<file path="src/hdl/assert_macros.svh">
// Assertion macros shared by the parallel handshake RTL.
// Depends on nothing; included inside module bodies that check their own logic.
`ifndef ASSERT_MACROS_SVH
`define ASSERT_MACROS_SVH

// Same-cycle implication, disabled while reset is asserted.
`define ASSERT_IMP(label, clk, rst_n, pre, post) \
    label: assert property (@(posedge clk) disable iff (!rst_n) (pre) |-> (post)) \
        else $error("assertion failed: same-cycle implication");

// Next-cycle implication, disabled while reset is asserted.
`define ASSERT_NEXT(label, clk, rst_n, pre, post) \
    label: assert property (@(posedge clk) disable iff (!rst_n) (pre) |=> (post)) \
        else $error("assertion failed: next-cycle implication");

`endif

</file>
<file path="src/hdl/pht_pkg.sv">
// Types and codes for the parallel handshake link: request and result layouts,
// handshake phases and command codes. Depends on nothing.
`default_nettype none

package pht_pkg;

    localparam int unsigned TDATA_W = 32;

    typedef enum logic [1:0] {
        CMD_NONE = 2'd0,
        CMD_SEND = 2'd1,
        CMD_RECV = 2'd2,
        CMD_ATN  = 2'd3
    } cmd_t;

    typedef enum logic [2:0] {
        PH_IDLE     = 3'd0,
        PH_S_RFD    = 3'd1,
        PH_S_DAC_HI = 3'd2,
        PH_S_DAC_LO = 3'd3,
        PH_R_DAV_HI = 3'd4,
        PH_R_DAV_LO = 3'd5,
        PH_WAIT_ATN = 3'd6
    } phase_t;

    // Driven handshake lines, DAV in the lowest bit.
    typedef struct packed {
        logic dac;
        logic rfd;
        logic dav;
    } lines_t;

    // One sampled tick, last field in the lowest bits.
    typedef struct packed {
        logic [7:0]  bus_in;
        logic        partner_atn;
        logic        partner_dac;
        logic        partner_rfd;
        logic        partner_dav;
        logic [15:0] send_word;
        logic        two_bytes;
        logic [1:0]  command;
    } tick_t;

    // One result, last field in the lowest bits.
    typedef struct packed {
        logic [15:0] received_word;
        logic        done_res;
        logic        busy_res;
        logic        own_dac;
        logic        own_rfd;
        logic        own_dav;
        logic [7:0]  bus_out;
    } res_t;

    localparam int unsigned TICK_W = $bits(tick_t);
    localparam int unsigned RES_W  = $bits(res_t);

endpackage

`default_nettype wire

</file>
<file path="src/hdl/parallel_handshake_transfer.sv">
// Peripheral side of a byte-wide DAV/RFD/DAC parallel link with an attention line.
// Depends on pht_pkg and assert_macros.svh.
// A request is held in the input register and its result in the result register.
// Throughput: one request per cycle while the result side is not stalled; the input and result registers move together.
// Reset (rst_n low, asynchronous): idle phase, all driven lines low, words and bus byte zero.
`default_nettype none

module parallel_handshake_transfer (
    input  wire logic                       clk,
    input  wire logic                       rst_n,
    input  wire logic                       s_tvalid,
    output logic                            s_tready,
    // command[1:0], two_bytes[2], send_word[18:3], partner_dav[19], partner_rfd[20],
    // partner_dac[21], partner_atn[22], bus_in[30:23], zero[31]
    input  wire logic [pht_pkg::TDATA_W-1:0] s_tdata,
    output logic                            m_tvalid,
    input  wire logic                       m_tready,
    // bus_out[7:0], own_dav[8], own_rfd[9], own_dac[10], busy_res[11], done_res[12],
    // received_word[28:13], zero[31:29]
    output logic [pht_pkg::TDATA_W-1:0]     m_tdata
);
    import pht_pkg::*;

    `include "assert_macros.svh"

    logic   in_valid_reg;
    tick_t  in_reg;
    logic   out_valid_reg;
    res_t   res_reg;
    res_t   res_next;
    logic   advance;

    phase_t      phase_reg, phase_next;
    logic [7:0]  out_byte_reg, out_byte_next;
    lines_t      lines_reg, lines_next;
    logic [15:0] pending_reg, pending_next;
    logic [15:0] captured_reg, captured_next;
    logic        wide_reg, wide_next;
    logic        done;
    cmd_t        cmd;

    assign advance  = in_valid_reg && (!out_valid_reg || m_tready);
    assign s_tready = !in_valid_reg || advance;
    assign cmd      = cmd_t'(in_reg.command);

    // Next phase.
    always_comb
    begin
        phase_next = phase_reg;
        case (phase_reg)
            PH_S_RFD:    if (in_reg.partner_rfd)  phase_next = PH_S_DAC_HI;
            PH_S_DAC_HI: if (in_reg.partner_dac)  phase_next = PH_S_DAC_LO;
            PH_S_DAC_LO: if (!in_reg.partner_dac) phase_next = PH_IDLE;
            PH_R_DAV_HI: if (in_reg.partner_dav)  phase_next = PH_R_DAV_LO;
            PH_R_DAV_LO: if (!in_reg.partner_dav) phase_next = PH_IDLE;
            PH_WAIT_ATN: if (in_reg.partner_atn)  phase_next = PH_R_DAV_HI;
            default:
            begin
                // Idle, or an unused phase code that behaves as idle.
                case (cmd)
                    CMD_SEND: phase_next = PH_S_RFD;
                    CMD_RECV: phase_next = PH_R_DAV_HI;
                    CMD_ATN:  phase_next = PH_WAIT_ATN;
                    default:  phase_next = PH_IDLE;
                endcase
            end
        endcase
    end

    // Lines, bus byte and words for each phase.
    always_comb
    begin
        out_byte_next = out_byte_reg;
        lines_next    = lines_reg;
        pending_next  = pending_reg;
        captured_next = captured_reg;
        wide_next     = wide_reg;
        done          = 1'b0;
        case (phase_reg)
            PH_S_RFD:
            begin
                if (in_reg.partner_rfd)
                begin
                    out_byte_next  = pending_reg[7:0];
                    lines_next.dav = 1'b1;
                end
            end
            PH_S_DAC_HI:
            begin
                if (in_reg.partner_dac)
                begin
                    if (wide_reg)
                    begin
                        out_byte_next = pending_reg[15:8];
                    end
                    lines_next.dav = 1'b0;
                end
            end
            PH_S_DAC_LO:
            begin
                done = !in_reg.partner_dac;
            end
            PH_R_DAV_HI:
            begin
                if (in_reg.partner_dav)
                begin
                    lines_next.rfd = 1'b0;
                    lines_next.dac = 1'b1;
                    pending_next   = {8'd0, in_reg.bus_in};
                end
            end
            PH_R_DAV_LO:
            begin
                if (!in_reg.partner_dav)
                begin
                    if (wide_reg)
                    begin
                        pending_next = {in_reg.bus_in, pending_reg[7:0]};
                    end
                    lines_next.dac = 1'b0;
                    captured_next  = pending_next;
                    done           = 1'b1;
                end
            end
            PH_WAIT_ATN:
            begin
                if (in_reg.partner_atn)
                begin
                    lines_next.rfd = 1'b1;
                end
            end
            default:
            begin
                case (cmd)
                    CMD_SEND:
                    begin
                        pending_next = in_reg.send_word;
                        wide_next    = in_reg.two_bytes;
                    end
                    CMD_RECV:
                    begin
                        wide_next      = in_reg.two_bytes;
                        lines_next.rfd = 1'b1;
                    end
                    CMD_ATN:
                    begin
                        wide_next = 1'b0;
                    end
                    default:
                    begin
                        wide_next = wide_reg;
                    end
                endcase
            end
        endcase
    end

    always_comb
    begin
        res_next.bus_out       = out_byte_next;
        res_next.own_dav       = lines_next.dav;
        res_next.own_rfd       = lines_next.rfd;
        res_next.own_dac       = lines_next.dac;
        res_next.busy_res      = (phase_next != PH_IDLE);
        res_next.done_res      = done;
        res_next.received_word = captured_next;
    end

    always_ff @(posedge clk or negedge rst_n)
    begin
        if (!rst_n)
        begin
            in_valid_reg  <= 1'b0;
            out_valid_reg <= 1'b0;
            phase_reg     <= PH_IDLE;
            lines_reg     <= '0;
            out_byte_reg  <= '0;
            pending_reg   <= '0;
            captured_reg  <= '0;
            wide_reg      <= 1'b0;
        end
        else
        begin
            if (s_tready)
            begin
                in_valid_reg <= s_tvalid;
            end
            if (advance)
            begin
                out_valid_reg <= 1'b1;
                phase_reg     <= phase_next;
                lines_reg     <= lines_next;
                out_byte_reg  <= out_byte_next;
                pending_reg   <= pending_next;
                captured_reg  <= captured_next;
                wide_reg      <= wide_next;
            end
            else if (m_tready)
            begin
                out_valid_reg <= 1'b0;
            end
        end
    end

    // Request and result payloads carry no reset.
    always_ff @(posedge clk)
    begin
        if (s_tvalid && s_tready)
        begin
            in_reg <= tick_t'(s_tdata[TICK_W-1:0]);
        end
        if (advance)
        begin
            res_reg <= res_next;
        end
    end

    assign m_tvalid = out_valid_reg;
    assign m_tdata  = {{(TDATA_W - RES_W){1'b0}}, res_reg};

    `ASSERT_IMP(a_idle_lines_low, clk, rst_n,
        phase_reg == PH_IDLE, lines_reg == '0)
    `ASSERT_IMP(a_no_dav_with_rfd, clk, rst_n,
        1'b1, !(lines_reg.dav && lines_reg.rfd))
    `ASSERT_NEXT(a_send_completes, clk, rst_n,
        advance && phase_reg == PH_S_DAC_LO && !in_reg.partner_dac,
        m_tvalid && res_reg.done_res && !res_reg.busy_res)
    `ASSERT_NEXT(a_request_taken, clk, rst_n,
        s_tvalid && s_tready, in_valid_reg)

endmodule

`default_nettype wire

</file>
<file path="config.mk">
export PLATFORM = sky130hd
export DESIGN_NAME = parallel_handshake_transfer
export DESIGN_NICKNAME = d
export VERILOG_FILES = /design/src/hdl/pht_pkg.sv /design/src/hdl/parallel_handshake_transfer.sv
export VERILOG_INCLUDE_DIRS = /design/src /design/src/hdl
export SDC_FILE = /design/constraint.sdc
export NUM_CORES = 1
export LEC_CHECK = 0
export ABC_AREA = 1
export BUFFER_PORTS_ARGS = -buffer_cell sky130_fd_sc_hd__buf_2
export CELL_PAD_IN_SITES_DETAIL_PLACEMENT = 1
export CELL_PAD_IN_SITES_GLOBAL_PLACEMENT = 1
export CORE_UTILIZATION = 40
export DETAILED_ROUTE_END_ITERATION = 16
export PLACE_DENSITY_LB_ADDON = 0.1
export SLEW_MARGIN = 20
export SYNTH_ARGS = -nofsm -noshare
export SYNTH_HDL_FRONTEND = slang
export SYNTH_SLANG_ARGS = --single-unit
</file>
<file path="constraint.sdc">
create_clock -name clk -period 1.85 [get_ports clk]
set_input_delay 0.0925 -clock clk [delete_from_list [all_inputs] [get_ports clk]]
set_output_delay 0.0925 -clock clk [all_outputs]
set_load 0.1 [all_outputs]
</file>
==> Word-level counts from Yosys, hierarchy flattened <==
Index checks and enable logic that the tools add are counted.
{ "totals": {"wordCells": 88, "inputBits": 36, "output_inout_bits": 34, "register_bits": 109} }
{ "op_classes": {"n_reduce_logical": 17, "eq_ne": 11, "bitwise": 2, "n_mux": 33} }
{ "ops": {"columns": ["cell", "n"], "rows": [
  ["two-way mux 16 bit", 6],
  ["case mux 16 bit (3 select lines)", 1],
  ["two-way mux 8 bit", 3],
  ["two-way mux 3 bit", 6],
  ["case mux 3 bit (6 select lines)", 1],
  ["case mux 8 bit (2 select lines)", 1],
  ["equality test 3 bit, second input constant", 3],
  ["case mux 3 bit (3 select lines)", 1],
  ["two-way mux 1 bit", 8],
  ["case mux 1 bit (2 select lines)", 4],
  ["OR reduction 4 bit", 2],
  ["equality test 3 x 2 -> 1 bit, second input constant", 2],
  ["nonzero test 3 bit", 2],
  ["OR reduction 6 bit", 1],
  ["AND reduction 5 bit", 1],
  ["equality test 2 bit, second input constant", 2],
  ["!= test 2 bit, second input constant", 2],
  ["nonzero test 2 bit", 2],
  ["equality test 3 x 1 -> 1 bit, second input constant", 1],
  ["logical NOT 1 bit", 3],
  ["case mux 1 bit (3 select lines)", 1],
  ["AND reduction 3 bit", 1],
  ["equality test 2 x 1 -> 1 bit, second input constant", 1],
  ["logical AND 1 bit", 2],
  ["4 further kinds", 6]
]} }

==> Depth between registers and ports, before layout <==
{ "depth": {"ltp_word": 5, "depth_mapped": 11, "depth_no_buf": 9} }

==> Worst setup path after synthesis <==
OpenSTA, ideal clock, no wires.
{ "synth_timing": {"kind": "register to register", "from": "register out_valid_reg (netlist: m_tvalid)", "to": "register in_reg, in the netlist cmd[0], enable pin", "path_slack_ns": -1.243, "path_stages_with_launch": 4, "t_arrival_ns": 2.697, "synth_period_minus_slack_ns": 3.093, "path_buffers": 0, "cell_sequence": "dfrtp_1 -> nand3_1 -> nand2_1 -> inv_1"} }
{ "synth_between": {"elab_chain_cells": 5} }
{ "synth_lines": {"columns": ["element", "line_no", "text"], "rows": [
  ["start, declared", "parallel_handshake_transfer.sv:28", "logic out_valid_reg;"],
  ["start signal, assigned", "parallel_handshake_transfer.sv:174", "out_valid_reg <= 1'b0;"],
  ["start signal, assigned", "parallel_handshake_transfer.sv:190", "out_valid_reg <= 1'b1;"],
  ["start signal, assigned", "parallel_handshake_transfer.sv:200", "out_valid_reg <= 1'b0;"],
  ["logical NOT 1 bit", "parallel_handshake_transfer.sv:42", "assign advance = in_valid_reg && (!out_valid_reg || m_tready);"],
  ["logical OR 1 bit", "parallel_handshake_transfer.sv:42", null],
  ["logical AND 1 bit", "parallel_handshake_transfer.sv:42", null],
  ["logical OR 1 bit", "parallel_handshake_transfer.sv:43", "assign s_tready = !in_valid_reg || advance;"],
  ["named net s_tready", "parallel_handshake_transfer.sv:12", "output logic s_tready,"],
  ["logical AND 1 bit", "parallel_handshake_transfer.sv:208", "if (s_tvalid && s_tready)"],
  ["end signal, assigned", "parallel_handshake_transfer.sv:210", "in_reg <= tick_t'(s_tdata[TICK_W-1:0]);"],
  ["end, declared", "parallel_handshake_transfer.sv:27", "tick_t in_reg;"]
]} }
The timed path passes the listed nets, and every way through them passes these cells.
A chain may end at the register's enable or synchronous reset.

==> Worst setup path in the final report <==
{ "layout_timing": {"from": "register phase_reg[1]", "to": "register res_reg, in the netlist m_tdata[1] (data pin)"} }
{ "layout_between": {"elab_chain_cells": 2} }
{ "layout_lines": {"columns": ["element", "line_no", "text"], "rows": [
  ["start, declared", "parallel_handshake_transfer.sv:33", "phase_t phase_reg, phase_next;"],
  ["start signal, assigned", "parallel_handshake_transfer.sv:191", "phase_reg <= phase_next;"],
  ["equality test 3 x 2 -> 1 bit or equality test 3 x 1 -> 1 bit (tied branches)", "parallel_handshake_transfer.sv:79", "case (phase_reg)"],
  ["case mux 8 bit (2 select lines) *", "parallel_handshake_transfer.sv:79", null],
  ["named net out_byte_next[1]", "parallel_handshake_transfer.sv:34", "logic [7:0] out_byte_reg, out_byte_next;"],
  ["end signal, assigned", "parallel_handshake_transfer.sv:214", "res_reg <= res_next;"],
  ["end, declared", "parallel_handshake_transfer.sv:29", "res_t res_reg;"]
]} }
The timed path passes the listed nets; every way through them passes the cells marked *.

==> summary.txt <==
Outcome
  • Status: complete, no violations

Route
  • Mean routed wirelength per cell: 16.2 um
  • Antenna Nets Post-Route: 0
  • First DRT Iteration DRCs: 172
  • Routed WL: 12,100 um
  • DRC: 0
  • Routed vias: 3,748
  • First drt pass iteration count: 4
  • Vias per cell: 5.03

Global route
  • First-pass GRT wire length: 20,100 um
  • Initial antenna violation count: 0
  • Vias in the first global route: 4,028
  • Gr ovfl total: 0
  • Largest net degree at the start of global routing: 53
  • Total track usage: 20.8%

Synthesis
  • Seq cells post-synth: 109
  • Mapped Cells: 494
  • Cell taking the most area after synthesis: edfxtp_1
  • Syn avg cell area: 9.86 um^2
  • Post-synth top area share: 37.0%
  • Post-synth EDFFs: 60
  • YS warnings: 0
  • Count of cell types in the netlist: 34
  • Post-synth ARST share: 45.0%
  • Synth Cell Area: 0.00487 mm^2
  • Synth top area cells: edfxtp_1, dfrtp_1, nand2_1, inv_1, nand3_1
  • Top_reg_cell synth: edfxtp_1
  • Post-synthesis sequential area ratio: 62.1%

Worst setup path
  • Reg2reg start: phase_reg[1]
  • Arrival @ worst endpoint: 1760 ps
  • Crit start category: register
  • Critical-path maximum fanout: 9
  • Crit end category: register
  • Crit Path Category: register to register
  • Worst-case reg-to-reg path depth: 5
  • R2R Setup Slk: 170 ps
  • Terminus of the critical flop-to-flop path: m_tdata[1]
  • Critical Path RT: 1930 ps

Timing
  • Clk_skew: 8.74 ps
  • Period minus WS final: 1680 ps
  • Final period util: 91.0%
  • Worst slew pin tran: 504 ps
  • Hold slack: 90.3 ps
  • TNS Setup: 0 ps
  • Slew margin rel.: 66.3%
  • RSZ-0062 raised after global routing: false
  • Fmax: 594 MHz
  • Count of pins over their slew limit: 0
  • Fin. Hold Viols: 0
  • Final WS setup: 167 ps
  • Final setup viols: 0

CTS
  • CTS buffer count: 9
  • CTS sink count: 109
  • Skew-Pair Late Insertion Delay: 360 ps
  • Post-cts sizing count: 0
  • CTS tree: done
  • Post-CTS setup buffers: 0
  • H-tree depth: 3
  • Worst-path clk slew: 70 ps
  • Clock Tree Root: clkbuf_16
  • Clock buffer depth: 2

Layout
  • Nets@finish: 633
  • Filler cells: 1,332
  • Final Cell Area: 0.00602 mm^2
  • Area growth syn-to-layout: 23.5%
  • Antenna cells: 0
  • Fin cells: 745
  • Fin util: 51.6%
  • Layout cell share with drive strength beyond 1: 19.9%

Pwr
  • Peak VDD IR: 1.00 mV
  • Overall power: 10.0 mW
  • LEAKAGE: 2.71 nW
  • Pwr/cell area: 1660 mW/mm^2

Place
  • GP Congestion: 0.807
  • Dpl ws: 195 ps
  • Cells after DPL: 696
  • Buffers added on ports: 65
  • DP Area: 0.00542 mm^2
  • DP HPWL: 8490 um

Die
  • Core area: 0.0117 mm^2
  • Die width: 112 um
  • Io pins: 70
  • Die Ht: 112 um
  • Initial Util: 41.8%
  • FP Rows: 39
  • Die area: 0.0126 mm^2

Hold path
  • HP Class: input pin to asynchronous set/reset pin

Run
  • Max Cap Violations: 0
-- logic make-up (layout without fill, tap and decap cells) --
group / after synthesis / after routing / synth area share, %
compound gates: 77 / 77 / 10.4
buf+inv: 60 / 166 / 5.86
flops: 109 / 109 / 62.1
other cells: 1 / 3 / 0.0770
simple gates: 247 / 247 / 21.5
-- worst max path at each step --
stage | to | start
finish | m_tdata[1] | phase_reg[1]
detailed placement | m_tdata[3] | phase_reg[1]
CTS | m_tdata[3] | phase_reg[2]
global route | pending_reg[3] | phase_reg[1]
floorplan | cmd[0] | m_tvalid
global placement | m_tdata[11] | phase_reg[1]
-- Yosys cell counts (5+ instances only) --
library cell / number
nand2_1: 188
edfxtp_1: 60
dfrtp_1: 49
inv_1: 33
nand3_1: 24
o21ai_0: 24
nor2_1: 21
a22o_1: 8
a22oi_1: 8
a31oi_1: 8
clkbuf_1: 8
o211ai_1: 8
o21ai_1: 8
o21ai_2: 8
buf_4: 5
-- per-layer routing --
layer | GRT usage (%) | vias to the layer above | routed length, um
li1 | - | 1853 | -
met1 | 24.9 | 1836 | 5280
met2 | 37.8 | 49 | 6370
met3 | 3.78 | 10 | 270
met4 | 6.40 | 0 | 161
met5 | 0 | - | 0
-- power breakdown --
| part | total (mW) | leakage, nW | switching (mW) | internal (mW) |
|---|---|---|---|---|
| Sequential | 3.89 | 1.19 | 0.505 | 3.38 |
| Combinational | 4.34 | 1.40 | 3.22 | 1.12 |
| Clock | 1.79 | 0.130 | 0.876 | 0.912 |
-- repair_timing --
action,CTS,global route
setup endpoints to repair,0,0
hold endpoints to repair,81,0
hold buffers,33,0
-- worst max-delay path: stages, from the launching register on --
cell	delay, ps
dfrtp_1	640
inv_8	80
nor2_1	140
nand2_1	240
nand3_1	180
nand3_1	120
-- cell usage in the layout, fill, tap and decap left out, drive strengths merged --
cell and n:
a22o 8, nor2 26, inv 38, nand2 192, o22ai 1, a31oi 8, edfxtp 60, o31ai 1
o211ai 8, dlygate4sd3 33, a21oi 2, a21boi 1, a22oi 8, o21ai 40, buf 77, nand4 3
clkbuf 10, nand3 26, clkinv 6, clkinvlp 2, conb 3, dfrtp 49
-- area by class of cell --
class,instances,area [um^2],area share [%]
clock inverter,6,38.8,0.645
inverter,40,161,2.68
clock buffer,10,229,3.81
timing repair buffer,110,783,13.0
multi-input combinational,327,1590,26.5
tap,143,179,2.97
sequential,109,3030,50.4
Power figures use the tool's default switching activity.
